File: config.mk
export PLATFORM = sky130hd
export DESIGN_NAME = cma_grid_ram
export DESIGN_NICKNAME = d
export VERILOG_FILES = /design/src/hw/rtl/moore_cellular_automaton_top_assert.svh /design/src/hw/rtl/cma_pkg.sv /design/src/hw/rtl/cma_grid_ram.sv
export SDC_FILE = /design/constraint.sdc
export NUM_CORES = 2
export LEC_CHECK = 0
export ABC_CLOCK_PERIOD_IN_PS = 6100
export BUFFER_PORTS_ARGS = -buffer_cell sky130_fd_sc_hd__buf_4
export CAP_MARGIN = 10
export CORE_MARGIN = 4
export CORE_UTILIZATION = 50
export CTS_CLUSTER_DIAMETER = 120
export DETAILED_ROUTE_END_ITERATION = 6
export GPL_TIMING_DRIVEN = 0
export PLACE_DENSITY_LB_ADDON = 0.12
export SLEW_MARGIN = 20
export SYNTH_ARGS = -nofsm -noshare
export SYNTH_HDL_FRONTEND = slang
export SYNTH_SLANG_ARGS = --single-unit
File: constraint.sdc
create_clock -name clk_i -period 6.1 [get_ports clk_i]
set_input_delay 0.61 -clock clk_i [delete_from_list [all_inputs] [get_ports clk_i]]
set_output_delay 0.61 -clock clk_i [all_outputs]
set_load 0.02 [all_outputs]
File: src/hw/rtl/moore_cellular_automaton_top_assert.svh
// Assertion macros shared by the automaton RTL.
// Self-contained; defining ASSERT_OFF leaves every macro empty.
`ifndef MOORE_CELLULAR_AUTOMATON_TOP_ASSERT_SVH
`define MOORE_CELLULAR_AUTOMATON_TOP_ASSERT_SVH

`ifndef ASSERT_OFF
// Check a property on every rising clock edge outside reset.
`define CMA_ASSERT(name, clk, rst_n, prop) \
  name: assert property (@(posedge clk) disable iff (!rst_n) (prop)) \
    else $error("cma assertion failed");
// Check that a condition implies a consequence in the same cycle.
`define CMA_ASSERT_IMPLY(name, clk, rst_n, ante, cons) \
  name: assert property (@(posedge clk) disable iff (!rst_n) (ante) |-> (cons)) \
    else $error("cma assertion failed");
`else
`define CMA_ASSERT(name, clk, rst_n, prop)
`define CMA_ASSERT_IMPLY(name, clk, rst_n, ante, cons)
`endif

`endif

File: src/hw/rtl/cma_pkg.sv
// Shared constants, types and helper functions of the cellular automaton.
// No dependencies; every RTL module imports this package.
package cma_pkg;

  // Grid limits
  localparam int unsigned MAX_ROWS    = 64;
  localparam int unsigned MAX_COLUMNS = 64;

  // Field and register widths
  localparam int unsigned ROW_W      = 64;
  localparam int unsigned CNT_W      = 7;
  localparam int unsigned GEN_W      = 8;
  localparam int unsigned THR_W      = 4;
  localparam int unsigned CFG_DATA_W = 8;
  localparam int unsigned CFG_IDX_W  = 2;
  localparam int unsigned ROW_IDX_W  = (MAX_ROWS > 1) ? $clog2(MAX_ROWS) : 1;
  localparam int unsigned COL_IDX_W  = (MAX_COLUMNS > 1) ? $clog2(MAX_COLUMNS) : 1;

  // Neighbourhood
  localparam int unsigned NBR_N     = 8;
  localparam int unsigned NBR_CNT_W = 4;

  // Register reset values
  localparam logic [CNT_W-1:0] RST_ROWS = CNT_W'(64);
  localparam logic [CNT_W-1:0] RST_COLS = CNT_W'(64);
  localparam logic [GEN_W-1:0] RST_GENS = GEN_W'(1);
  localparam logic [THR_W-1:0] RST_THR  = THR_W'(5);

  typedef enum logic [CFG_IDX_W-1:0] {
    REG_GRID_ROWS,
    REG_GRID_COLUMNS,
    REG_GENERATIONS,
    REG_ALIVE_THRESHOLD
  } cfg_reg_e;

  typedef enum logic [1:0] {
    ST_LOAD,
    ST_READ,
    ST_DRAIN,
    ST_OUT
  } cma_state_e;

  // Three consecutive rows around the row being updated
  typedef struct packed {
    logic [ROW_W-1:0] up;
    logic [ROW_W-1:0] cur;
    logic [ROW_W-1:0] dn;
  } cma_window_t;

  // Clamp the row count into 1..MAX_ROWS
  function automatic logic [CNT_W-1:0] eff_rows(input logic [CNT_W-1:0] v);
    logic [CNT_W-1:0] r;
    if (v == '0) r = CNT_W'(1);
    else if (int'(v) > int'(MAX_ROWS)) r = CNT_W'(MAX_ROWS);
    else r = v;
    return r;
  endfunction

  // Clamp the column count into 1..MAX_COLUMNS
  function automatic logic [CNT_W-1:0] eff_cols(input logic [CNT_W-1:0] v);
    logic [CNT_W-1:0] c;
    if (v == '0) c = CNT_W'(1);
    else if (int'(v) > int'(MAX_COLUMNS)) c = CNT_W'(MAX_COLUMNS);
    else c = v;
    return c;
  endfunction

  // Ones in every column below the column count
  function automatic logic [ROW_W-1:0] col_mask(input logic [CNT_W-1:0] cols);
    logic [ROW_W-1:0] m;
    for (int x = 0; x < ROW_W; x++) begin
      m[x] = (x < int'(cols));
    end
    return m;
  endfunction

endpackage

File: src/hw/rtl/cma_grid_ram.sv
// Grid row store: one write port and one read port with registered read data.
// Depends on cma_pkg for depth and widths.
module cma_grid_ram (
  input  logic                          clk_i,
  input  logic                          we_i,
  input  logic [cma_pkg::ROW_IDX_W-1:0] waddr_i,
  input  logic [cma_pkg::ROW_W-1:0]     wdata_i,
  input  logic                          re_i,
  input  logic [cma_pkg::ROW_IDX_W-1:0] raddr_i,
  output logic [cma_pkg::ROW_W-1:0]     rdata_o
);
  import cma_pkg::*;

  logic [ROW_W-1:0] mem [MAX_ROWS];
  logic [ROW_W-1:0] rdata_q;

  // Write one row
  always_ff @(posedge clk_i) begin
    if (we_i) begin
      mem[waddr_i] <= wdata_i;
    end
  end

  // Read one row into the output register
  always_ff @(posedge clk_i) begin
    if (re_i) begin
      rdata_q <= mem[raddr_i];
    end
  end

  assign rdata_o = rdata_q;

endmodule

# After elaboration in Yosys (flattened, before gate mapping)
# Memories as Yosys holds them, arrays and structs flattened. A register that Yosys moved wholly into a read port is not among the register bits.
# Cells that the tools add are included.
[word_totals]
mem_bits_rw = 4096
word_cells = 3
register_bits = 0
out_inout_bits = 64
memories = 1
input_bits = 79
[mem_list]
columns = ["name", "words", "width", "read_ports", "rd_clocked_by_memory_dff", "wr", "line_no", "source"]
rows = [
  ["mem", 64, 64, 1, 1, 1, "cma_grid_ram.sv:14", "logic [ROW_W-1:0] mem [MAX_ROWS];"],
]
[classes]
n_mux = 2
[op_table]
columns = ["cell", "n"]
rows = [
  ["$mux 1", 2],
]

# Longest topological paths before layout
[logic_depth]
word_depth = 2
mapped_depth = 9
mapped_depth_nobuf = 5

# Worst setup path before layout
# Ideal clock, no wire load.
[synth_path]
kind = "input to register"
start = "input waddr_i[3] in the netlist's numbering"
end = "memory mem[48][0], enable pin"
arrival_ns = 5.482
n_path_buf = 1
required_time_ns = 5.536
setup_ns = 0.564
cell_stages = 4
slack_ns = 0.054
cell_sequence = "clkbuf_1 nor2b_1 nand4b_1 nor3_1"
[synth_lines]
columns = ["item", "line_no", "source"]
rows = [
  ["start: declaration", "cma_grid_ram.sv:6", "input logic [cma_pkg::ROW_IDX_W-1:0] waddr_i,"],
  ["end: declaration", "cma_grid_ram.sv:14", ""],
]
# Straight into the memory's write port.

==> flow_metrics.py <==
metrics = {
    "clock_network": {
        "clk_pin_slew_worst_paths_ns": 0.06,
        "h-tree-depth": 5,
        "cts_tree": "built",
        "cts_hold_buf": 0,
        "numCtsBuffers": 420,
        "cts_setup_buffers": 0,
        "clock_sinks": 4160,
        "clk-insertion-delay-late_ns": 0.97,
        "ctsResizeCount": 0,
        "cts-root-buf": "clkbuf_16",
        "cts_buffer_depth": 4,
    },
    "pwr": {
        "total_power_mw": 60.3,
        "powerDensity_nw_per_um2": 329,
        "swShare_pct": 21.6,
        "p_comb_share_pct": 5.3,
        "leakage_nw": 57.4,
        "ir_drop_v": 0.000281,
        "power_switching_mw": 13.0,
        "pwr-share-seq_pct": 52.7,
        "p_clk_share_pct": 42.1,
        "power.internal_mw": 47.3,
    },
    "worst_hold_path": {
        "hp-start": "wdata_i[45]",
        "hold_path_end": "mem[30][45]",
        "hp-class": "input port to flip-flop",
        "min_path_cells": 1,
    },
    "floorplan": {
        "die_w_microns": 568,
        "io_pins": 143,
        "die_y_microns": 568,
        "start_util_pct": 50.3,
        "core_sq_um": 312000,
        "row_count": 205,
        "design.die.area_sq_um": 323000,
    },
    "global_routing": {
        "antenna_found_initial": 45,
        "grt_use_total_pct": 26.9,
        "grt_pass1_vias": 76800,
        "grt_max_degree": 65,
        "grt_pass1_wl_mm": 606,
        "overflow": 0,
    },
    "logic_synthesis": {
        "synth_edf_count": 4160,
        "synth-seq-cells": 4160,
        "netlist_area_sq_um": 157000,
        "ys.flop_type": "edfxtp_1",
        "yosys-top-cells-area": "edfxtp_1 80%, mux4_2 15%, mux2i_1 0.86%, a22oi_1 0.80%, buf_2 0.54%",
        "synth_top_family_by_area": "multiplexers",
        "synth_area_per_cell_sq_um": 23.8,
        "netlist_instances": 6598,
        "yosys.area_share.simple_pct": 1.23,
        "ys_warn_count": 0,
        "synthArstFlopShare_pct": 0,
        "synthAdderAreaFrac_pct": 0,
        "ys_seq_area_share_pct": 79.6,
        "synth_compound_area_share_pct": 2.47,
        "yosysUniqueCellTypes": 32,
        "muxShareOfSynthArea_pct": 15.6,
        "yosys.area.top_type": "edfxtp_1",
        "synth-xor-area-share_pct": 0,
        "synth_top_area_share_pct": 79.6,
        "mappedNetlistNets": 6677,
    },
    "final_layout": {
        "syn_to_final_growth_pct": 16.6,
        "layout-drive-gt1-share_pct": 30.2,
        "fill_cells": 22000,
        "nets": 7506,
        "finalCoreUtilization_pct": 58.6,
        "fin_cells": 11900,
    },
    "timing": {
        "fmax_mhz": 243,
        "setup_viol_count_final": 0,
        "relSlewSlack_pct": 11.2,
        "hold_viol": 0,
        "tightest_slew_ns": 1.33,
        "fin_tns_setup_ns": 0,
        "slew_viol_final": 0,
        "period_needed_ns": 4.11,
        "timing.hold.ws_ns": 0.190,
        "skew_ns": 0.0548,
        "fin_crit_sh_pct": 67.4,
        "rsz0062_at_grt": "no",
    },
    "critical_path": {
        "crit_type": "input port to flip-flop",
        "crit_fanout": 10,
        "path_cells": "buf_2, buf_4, buf_2, buf_2, buf_4, mux2i_1, o22ai_1, a31oi_1, a211oi_1",
        "crit_top_cell": "buf_2",
        "cp_data_required_time_ns": 6.73,
        "cpMaxStageDelayCell": "a211oi_1",
        "r2r_slack_ns": 3.19,
        "crit_arrival_ns": 4.74,
        "worstSetupStartpointType": "input port",
        "rr_worst_depth": 5,
        "slowest_delay_ns": 0.77,
        "crit_path_end_kind": "flip-flop",
        "reg2reg_from": "mem[55][35]",
        "r2r_end": "rdata_o[35]",
    },
    "placed_design": {
        "port_buffers": 134,
        "finalWeightedCongestion": 0.808,
        "place_hpwl_mm": 295,
        "placedCellCount": 11100,
    },
    "route": {
        "vias": 76400,
        "ant_nets": 0,
        "via_per_inst": 6.40,
        "wl_per_cell_microns": 36.4,
        "drc": 0,
        "drt-initial-drc-count": 10100,
        "wirelength_mm": 434,
        "first_pass_iters": 6,
    },
    "run_status": {
        "status": "finished clean",
    },
    "flow_run": {
        "maxCapViolCount": 0,
    },
}
stage by stage:
step / cell area, sq um / setup WS [ns]
detailed placement: 169000 / 1.00
finish: 183000 / 1.99
CTS: 183000 / 2.03
floorplan: 157000 / 0.0540
global placement: 163000 / -7.16
global route: 183000 / 2.11
worst max-delay path: cells and delay by family:
| kind | cells | cell delay [ns] |
|---|---|---|
| mux | 1 | 0.14 |
| compound gates | 3 | 1.76 |
| buf+inv | 5 | 2.16 |
layout by cell type, fill, tap and decap left out, types with 8 or more instances in the layout:
cell type,Yosys,final
buf_1,20,19
nand2b_1,11,11
buf_6,6,14
inv_6,0,9
bufinv_16,0,41
edfxtp_1,4160,4160
nor2_1,112,49
nand3_1,45,45
o221ai_1,38,38
nand2_1,58,58
a211oi_1,63,62
buf_16,0,67
a22o_1,88,88
nor2_4,0,62
clkinv_1,0,108
clkinvlp_4,0,12
buf_12,0,181
a41oi_2,0,12
a41oi_1,26,14
clkbuf_2,0,8
buf_2,170,171
a22oi_1,168,168
o22ai_1,83,76
or3_1,29,29
mux4_2,1024,1024
clkinv_2,0,71
inv_1,19,19
clkbuf_1,140,220
mux2i_1,135,135
buf_4,34,184
a31oi_1,18,15
diode_2,0,13
a2bb2oi_1,19,19
or2_2,28,28
and3_1,64,64
nor2b_1,28,28
clkbuf_16,0,423
cells in the mapped netlist (all sizes together) (2+ instances only):
cell type     n
nand4         2
buf         230
a22oi       168
nor3          2
nand3b        2
nor2        112
a22o         88
mux4       1024
nand3        45
a211oi       63
or3          29
nand2b       11
a31oi        18
and3         64
o221ai       38
a41oi        26
or2          28
mux2i       135
nand2        58
clkbuf      140
inv          19
o22ai        83
edfxtp     4160
nor2b        28
a2bb2oi      19
and2          3
power groups by stage:
stage | registers [mW] | logic, mW | clock network [mW]
after global routing | 31.8 | 3.34 | 27.0
final | 31.8 | 3.18 | 25.4
after detailed placement | 32.4 | 3.18 | 0
after CTS | 31.8 | 3.19 | 25.7
after global placement | 32.4 | 3.05 | 0
after floorplan | 32.4 | 1.47 | 0
state kept, by name, summed over array words and instances (netlist names):
signal and cells:
mem 4096, rdata_o 64
worst max path at each step:
stage | from | cells past startpoint | slack, ns | to
global route | raddr_i[2] | 9 | 2.11 | rdata_o[6]
global placement | waddr_i[3] | 4 | -7.16 | mem[49][24]
CTS | raddr_i[2] | 9 | 2.03 | rdata_o[6]
floorplan | waddr_i[3] | 4 | 0.05 | mem[48][0]
detailed placement | raddr_i[2] | 9 | 1.00 | rdata_o[6]
finish | raddr_i[2] | 9 | 1.99 | rdata_o[6]
cells by family (layout without fill, tap and decap cells):
logic type	Yosys count	in the layout
other cells	0	13
buf+inv	389	1571
flops	4160	4160
simple gates	386	386
mux	1159	1159
compound gates	504	504
per-layer routing:
metal	vias up	global-route usage (%)	part of all wire [%]
li1	30300	-	-
met1	41600	38.9	40
met2	3875	42.5	48
met3	636	4.80	9.1
met4	22	7.98	3.3
met5	-	0	0.031
final cells by class:
| type | instances | area, sq um | area share [%] |
|---|---|---|---|
| antenna | 13 | 32.5 | 0.0178 |
| tap | 4140 | 5180 | 2.83 |
| clock inverter | 264 | 2590 | 1.42 |
| buffer | 370 | 1790 | 0.975 |
| multi-input combinational | 2049 | 30900 | 16.9 |
| inverter | 19 | 71.3 | 0.0390 |
| timing repair buffer | 407 | 6700 | 3.66 |
| sequential | 4160 | 125000 | 68.2 |
| clock buffer | 511 | 10900 | 5.96 |
No activity file was read; power rests on OpenSTA's default activity.
