===== src/hw/rtl/moore_cellular_automaton_top_assert.svh =====
// Assertion macros shared by the automaton RTL.
// Self-contained; defining ASSERT_OFF leaves every macro empty.
`ifndef MOORE_CELLULAR_AUTOMATON_TOP_ASSERT_SVH
`define MOORE_CELLULAR_AUTOMATON_TOP_ASSERT_SVH

`ifndef ASSERT_OFF
// Check a property on every rising clock edge outside reset.
`define CMA_ASSERT(name, clk, rst_n, prop) \
  name: assert property (@(posedge clk) disable iff (!rst_n) (prop)) \
    else $error("cma assertion failed");
// Check that a condition implies a consequence in the same cycle.
`define CMA_ASSERT_IMPLY(name, clk, rst_n, ante, cons) \
  name: assert property (@(posedge clk) disable iff (!rst_n) (ante) |-> (cons)) \
    else $error("cma assertion failed");
`else
`define CMA_ASSERT(name, clk, rst_n, prop)
`define CMA_ASSERT_IMPLY(name, clk, rst_n, ante, cons)
`endif

`endif


===== src/hw/rtl/cma_pkg.sv =====
// Shared constants, types and helper functions of the cellular automaton.
// No dependencies; every RTL module imports this package.
package cma_pkg;

  // Grid limits
  localparam int unsigned MAX_ROWS    = 64;
  localparam int unsigned MAX_COLUMNS = 64;

  // Field and register widths
  localparam int unsigned ROW_W      = 64;
  localparam int unsigned CNT_W      = 7;
  localparam int unsigned GEN_W      = 8;
  localparam int unsigned THR_W      = 4;
  localparam int unsigned CFG_DATA_W = 8;
  localparam int unsigned CFG_IDX_W  = 2;
  localparam int unsigned ROW_IDX_W  = (MAX_ROWS > 1) ? $clog2(MAX_ROWS) : 1;
  localparam int unsigned COL_IDX_W  = (MAX_COLUMNS > 1) ? $clog2(MAX_COLUMNS) : 1;

  // Neighbourhood
  localparam int unsigned NBR_N     = 8;
  localparam int unsigned NBR_CNT_W = 4;

  // Register reset values
  localparam logic [CNT_W-1:0] RST_ROWS = CNT_W'(64);
  localparam logic [CNT_W-1:0] RST_COLS = CNT_W'(64);
  localparam logic [GEN_W-1:0] RST_GENS = GEN_W'(1);
  localparam logic [THR_W-1:0] RST_THR  = THR_W'(5);

  typedef enum logic [CFG_IDX_W-1:0] {
    REG_GRID_ROWS,
    REG_GRID_COLUMNS,
    REG_GENERATIONS,
    REG_ALIVE_THRESHOLD
  } cfg_reg_e;

  typedef enum logic [1:0] {
    ST_LOAD,
    ST_READ,
    ST_DRAIN,
    ST_OUT
  } cma_state_e;

  // Three consecutive rows around the row being updated
  typedef struct packed {
    logic [ROW_W-1:0] up;
    logic [ROW_W-1:0] cur;
    logic [ROW_W-1:0] dn;
  } cma_window_t;

  // Clamp the row count into 1..MAX_ROWS
  function automatic logic [CNT_W-1:0] eff_rows(input logic [CNT_W-1:0] v);
    logic [CNT_W-1:0] r;
    if (v == '0) r = CNT_W'(1);
    else if (int'(v) > int'(MAX_ROWS)) r = CNT_W'(MAX_ROWS);
    else r = v;
    return r;
  endfunction

  // Clamp the column count into 1..MAX_COLUMNS
  function automatic logic [CNT_W-1:0] eff_cols(input logic [CNT_W-1:0] v);
    logic [CNT_W-1:0] c;
    if (v == '0) c = CNT_W'(1);
    else if (int'(v) > int'(MAX_COLUMNS)) c = CNT_W'(MAX_COLUMNS);
    else c = v;
    return c;
  endfunction

  // Ones in every column below the column count
  function automatic logic [ROW_W-1:0] col_mask(input logic [CNT_W-1:0] cols);
    logic [ROW_W-1:0] m;
    for (int x = 0; x < ROW_W; x++) begin
      m[x] = (x < int'(cols));
    end
    return m;
  endfunction

endpackage


===== src/hw/rtl/cma_lane.sv =====
// One cell lane: counts the live neighbours and compares with the threshold.
// Depends on cma_pkg for widths.
module cma_lane (
  input  logic [cma_pkg::NBR_N-1:0] nbr_i,
  input  logic [cma_pkg::THR_W-1:0] thr_i,
  output logic                      alive_o
);
  import cma_pkg::*;

  logic [NBR_CNT_W-1:0] cnt;

  // Add up the eight neighbour bits
  always_comb begin
    cnt = '0;
    for (int k = 0; k < NBR_N; k++) begin
      cnt = cnt + NBR_CNT_W'(nbr_i[k]);
    end
  end

  // A threshold above eight is never reached, zero is always met
  assign alive_o = (cnt >= thr_i);

endmodule


===== src/hw/rtl/cma_row_update.sv =====
// Row update: one lane per column works on the three-row window, and the
// merging stage assembles the lane results into a masked row. Uses cma_pkg, cma_lane.
module cma_row_update (
  input  cma_pkg::cma_window_t          win_i,
  input  logic [cma_pkg::CNT_W-1:0]     cols_i,
  input  logic [cma_pkg::THR_W-1:0]     thr_i,
  output logic [cma_pkg::ROW_W-1:0]     row_o
);
  import cma_pkg::*;

  logic [COL_IDX_W-1:0] cols_m1;
  logic [ROW_W-1:0]     lane_alive;

  assign cols_m1 = COL_IDX_W'(cols_i - CNT_W'(1));

  // Build the wrapped neighbourhood of every column and evaluate it
  for (genvar x = 0; x < ROW_W; x++) begin : g_lane
    if (x < MAX_COLUMNS) begin : g_act
      logic up_l, up_r, cur_l, cur_r, dn_l, dn_r;

      // Left neighbour wraps to the last used column
      if (x == 0) begin : g_lwrap
        assign up_l  = win_i.up[cols_m1];
        assign cur_l = win_i.cur[cols_m1];
        assign dn_l  = win_i.dn[cols_m1];
      end else begin : g_lplain
        assign up_l  = win_i.up[x-1];
        assign cur_l = win_i.cur[x-1];
        assign dn_l  = win_i.dn[x-1];
      end

      // Right neighbour of the last used column wraps to column zero
      if (x == MAX_COLUMNS - 1) begin : g_rwrap
        assign up_r  = win_i.up[0];
        assign cur_r = win_i.cur[0];
        assign dn_r  = win_i.dn[0];
      end else begin : g_rsel
        assign up_r  = (cols_m1 == COL_IDX_W'(x)) ? win_i.up[0]  : win_i.up[x+1];
        assign cur_r = (cols_m1 == COL_IDX_W'(x)) ? win_i.cur[0] : win_i.cur[x+1];
        assign dn_r  = (cols_m1 == COL_IDX_W'(x)) ? win_i.dn[0]  : win_i.dn[x+1];
      end

      cma_lane u_lane (
        .nbr_i   ({up_l, win_i.up[x], up_r, cur_l, cur_r, dn_l, win_i.dn[x], dn_r}),
        .thr_i   (thr_i),
        .alive_o (lane_alive[x])
      );
    end else begin : g_off
      assign lane_alive[x] = 1'b0;
    end
  end

  // Merge the lanes and drop columns beyond the column count
  assign row_o = lane_alive & col_mask(cols_i);

endmodule


===== config.mk =====
export PLATFORM = sky130hd
export DESIGN_NAME = cma_row_update
export DESIGN_NICKNAME = d
export VERILOG_FILES = /design/src/hw/rtl/moore_cellular_automaton_top_assert.svh /design/src/hw/rtl/cma_pkg.sv /design/src/hw/rtl/cma_lane.sv /design/src/hw/rtl/cma_row_update.sv
export SDC_FILE = /design/constraint.sdc
export NUM_CORES = 1
export LEC_CHECK = 0
export BUFFER_PORTS_ARGS = -buffer_cell sky130_fd_sc_hd__buf_2
export CORE_MARGIN = 2
export CORE_UTILIZATION = 44
export DETAILED_ROUTE_END_ITERATION = 8
export PLACE_DENSITY = 0.76
export SYNTH_ARGS = -nofsm -noshare
export SYNTH_HDL_FRONTEND = slang
export SYNTH_SLANG_ARGS = --single-unit

===== constraint.sdc =====
create_clock -name vclk -period 7.5
set_clock_uncertainty 0.2 [all_clocks]
set_input_delay 0.75 -clock vclk [all_inputs]
set_output_delay 0.75 -clock vclk [all_outputs]
set_load 0.1 [all_outputs]

# Word-level counts from Yosys, hierarchy flattened

Index checks and enable logic that the tools add are counted.
W data, S select, Z words.

Add/subtract/negate cells: 449
Magnitude comparators: 129
Equal/unequal tests: 62
Multiplexer cells: 195
Bitwise operators: 1
Reduce and logical (&&, ||, !) cells: 1

Operator list:

| kind                  | number |
|---|---|
| $add A4 B1 Y4         | 384 |
| $ge A4 B4 Y1          | 64 |
| $lt A6 B7 Y1 const A  | 32 |
| $mux W1               | 192 |
| $eq A6 B6 Y1 const B  | 31 |
| $add A1 B1 Y2         | 64 |
| $lt A5 B7 Y1 const A  | 16 |
| $eq A6 B5 Y1 const B  | 16 |
| $and A64 B64 Y64      | 1 |
| $lt A4 B7 Y1 const A  | 8 |
| $eq A6 B4 Y1 const B  | 8 |
| $lt A3 B7 Y1 const A  | 4 |
| $eq A6 B3 Y1 const B  | 4 |
| $bmux W1 S6           | 3 |
| $lt A1 B7 Y1 const A  | 2 |
| $lt A2 B7 Y1 const A  | 2 |
| $eq A6 B2 Y1 const B  | 2 |
| $lt A6 B7 Y1 const B  | 1 |
| $eq A6 B1 Y1 const B  | 1 |
| $logic_not A6 Y1      | 1 |
| $sub A6 B1 Y6 const B | 1 |

Register bits: 0
Input port bits: 203
Output and inout bits: 64
Logic and storage cells: 837

# Depth between registers and ports, before layout

Word-level depth: 12
Depth in mapped cells: 26
Gate-level depth less buffers: 22

# By module

From an unflattened synthesis, not the netlist that was laid out.

Cells, all modules: 2880
Area, all modules: 23396.2 um^2

By module, submodules not included:

| module         | times used | cells an instance | area an instance (um^2) | seq. area each (um^2) |
|---|---|---|---|---|
| cma_lane       | 64         | 34                | 279.0                   | 0.0 |
| cma_row_update | 1          | 704               | 5539.1                  | 0.0 |

# Worst setup path after synthesis

Ideal clock, no wire load.

Kind: input-to-output
From: input cols_i[0] (netlist name)
To: output row_o[20] (netlist name)
Data arrival time: 8398 ps
Data required time: 6550 ps
Path slack: -1848 ps
Stages on the path: 25
Buffers on the path: 4
Cells stage by stage: buf_2 > buf_2 > clkbuf_1 > inv_1 > ha_1 > nor3b_1 > xnor2_1 > or3_1 > clkbuf_1 > nor2_1 > mux2_2 > ha_1 > fa_1 > inv_1 > fa_1 > inv_1 > fa_1 > inv_1 > fa_1 > inv_1 > ha_1 > a21o_1 > a21o_1 > a21oi_1 > a211oi_1

Cells in the longest elaborated chain, start to end: 12
Elaborated cells between the ends (all ways): 15
Those cells by class: add/sub (8); order compare (2); eq/ne (1); mux (3); bitwise (1)

Ends and longest elaborated chain:

| item                        | RTL line                                                         | source |
|---|---|---|
| start: declaration          | cma_row_update.sv:5                                              | `input logic [cma_pkg::CNT_W-1:0] cols_i,` |
| $sub A6 B1 Y6               | cma_row_update.sv:14                                             | `assign cols_m1 = COL_IDX_W'(cols_i - CNT_W'(1));` |
| $eq A6 B5 Y1                | cma_row_update.sv:38, cma_row_update.sv:39, cma_row_update.sv:40 |  |
| $mux W1                     | cma_row_update.sv:40                                             | `assign dn_r = (cols_m1 == COL_IDX_W'(x)) ? win_i.dn[0] : win_i.dn[x+1];` |
| $add A1 B1 Y2               | cma_lane.sv:16                                                   | `cnt = cnt + NBR_CNT_W'(nbr_i[k]);` |
| $add A4 B1 Y4 (6 in series) | cma_lane.sv:16                                                   |  |
| $ge A4 B4 Y1                | cma_lane.sv:21                                                   | `assign alive_o = (cnt >= thr_i);` |
| $and A64 B64 Y64 *          | cma_row_update.sv:54                                             | `assign row_o = lane_alive & col_mask(cols_i);` |
| end: declaration            | cma_row_update.sv:7                                              | `output logic [cma_pkg::ROW_W-1:0] row_o` |

Mark *: on every way between the ends. The rest lies on a longest branch, timed or not.

# Worst setup path after layout

From: input cols_i[2] (netlist name)
To: output row_o[22] (netlist name)

Same word-level chain as after synthesis.

==> out/metrics.cfg <==
[drt]
wl_per_cell_um = 21.54
drc = 0
antenna_left = 0
num_vias = 17280
via_per_inst = 5.682
routed_wl_um = 65520
drtPass1Iterations = 6
drt-initial-drc-count = 1178

[worst_setup_path]
cp_max_fo = 24
worstSetupPathType = input pin to output pin
cp.arrival_ns = 6.44
timing.critical_path.required_ns = 6.55
cp-end-kind = output pin
start_kind = input pin

[sta]
timing.hold.ws_ns = 1.926
relSlewSlack_pct = 16.86
period_share_pct = 98.56
fin_ws_ns = 0.1080
fin_crit_ns = 7.392
slew_violations = 0
rsz0062_at_grt = yes
hold_viol_final = 0
setup_viol = 0
tightestPinTransition_ns = 1.240
fmax_mhz = 135.3

[final_layout]
layout.nets = 3351
final_cells = 3041
layout-drive-gt1-share_pct = 23.43
area_growth_pct = 15.92
mostFrequentLayoutCell = inv_1
clockBufferCount = 0
final_util_pct = 51.67
final_cell_mix = inv_1 (454), ha_1 (451), fa_1 (256)
seq_cells = 0
ff_latch_area_um2 = 0
design_area_mm2 = 0.02345

[die]
core_mm2 = 0.04538
rows = 78
die_h_um = 218.4
initial_utilization_pct = 44.57
die-area_mm2 = 0.04771
die_x_um = 218.4
ios = 267

[yosys]
synth-seq-area-share_pct = 0
syn_nets = 3066
synth_area_per_cell_um2 = 9.391
synth_cell_types = 44
syn_inst = 2154
yosys_warnings = 0
syn_area_mm2 = 0.02023

[global_route]
grt_use_met1_pct = 35.73
grt-busiest-layer = met2
grtUsageMet2_pct = 46.58
overflow = 0
use_met3_pct = 3.994
antenna_found_initial = 8
grt_pass1_vias = 18560
grt_util_all_layers_pct = 27.56
grt_first_pass_wirelength_um = 101700
grt_max_degree = 43

[place]
place_ws_ns = -0.03434
io_buffer_count = 267
gp_congestion = 0.8899
dpl-instance-area_mm2 = 0.02329
dpl.hpwl_um = 53320
placedCellCount = 3033

[power]
power.density_mw_per_mm2 = 162.4
ir_drop_mv = 0.2185
leakagePower_nw = 12.61

[hold_path]
holdCritPathClass = input pin to output pin

[flow_run]
cap_violations = 0

[run_status]
outcome = finished, final reports clean

-- routing by layer --
metal | wire [um] | part of all wire, %
met3 | 4870 | 7.4
met4 | 2657 | 4.1
met5 | 66 | 0.10
met1 | 27070 | 41
met2 | 30850 | 47
-- worst paths after layout --
kind,from,end,slack [ns],cells after the start
worst max-delay path,cols_i[2],row_o[22],0.11,22
worst min-delay path,cols_i[0],row_o[56],1.93,4
-- cells in the mapped netlist (5+ instances only) --
cell | count | area, um2
nand2_2 | 8 | 50.05
nor2b_1 | 71 | 444.2
buf_2 | 13 | 65.06
a22oi_1 | 24 | 180.2
o21ai_0 | 5 | 25.02
mux2_2 | 56 | 630.6
a21oi_1 | 155 | 775.7
xnor2_1 | 65 | 569.3
mux2i_1 | 126 | 1261
inv_1 | 458 | 1719
ha_1 | 453 | 5668
and3_1 | 23 | 143.9
nor3_1 | 17 | 85.08
clkbuf_1 | 41 | 153.9
nand2_1 | 27 | 101.4
a21o_1 | 126 | 945.9
mux2_4 | 8 | 120.1
nor2_1 | 37 | 138.9
mux4_2 | 48 | 1081
fa_1 | 256 | 5125
a211oi_1 | 30 | 225.2
nand2b_1 | 67 | 419.2
-- worst max-delay path, stage by stage --
cell and delay (ns):
buf_2 0.09, buf_4 0.32, mux2_2 0.42, o21ai_4 0.27, nand2_2 0.30, nor2_2 0.28
mux2_1 0.34, ha_1 0.30, fa_1 0.50, inv_1 0.07, fa_1 0.54, inv_1 0.05
fa_1 0.38, inv_1 0.09, fa_1 0.41, inv_1 0.07, ha_1 0.22, a21o_1 0.16
a21o_1 0.17, a21oi_1 0.27, a211oi_4 0.07, buf_2 0.33
-- power by group --
group              internal, W  switching [W]  leakage, nW
clock network  0.0000000000713              0    0.0000254
registers                    0              0            0
logic                  0.00150        0.00231         12.6
-- cell type report --
cell class | count | area (um2)
inverter | 458 | 1724
timing repair buffer | 342 | 2003
fill | 4134 | 21930
antenna | 4 | 10.01
multi-input combinational | 1637 | 18960
tap | 600 | 750.7
-- stage by stage --
stage | total power, W | TNS (ns)
detailed placement | 0.003773 | -0.05133
global route | 0.004277 | -0.1017
floorplan | 0.002923 | 0
CTS | 0.003789 | 0
global placement | 0.003566 | -0.01183
finish | 0.003807 | 0
-- cells by family after synthesis --
family / synth area share (%)
AND/OR/NAND/NOR: 7.627
multiplexers: 15.46
AO/OA/AOI/OAI: 11.03
XOR/XNOR: 2.814
buffers and inverters: 9.711
adder cells (fa/ha/maj): 53.36
-- timing repair --
action | 4_1_cts | 5_1_grt
cloned | 0 | 0
endpoints found under the setup margin | 2 | 56
resized for setup | 1 | 47
hold buffers | 0 | 0
pin swaps | 0 | 2
buffers inserted | 0 | 4
No activity file was read; power rests on OpenSTA's default activity.
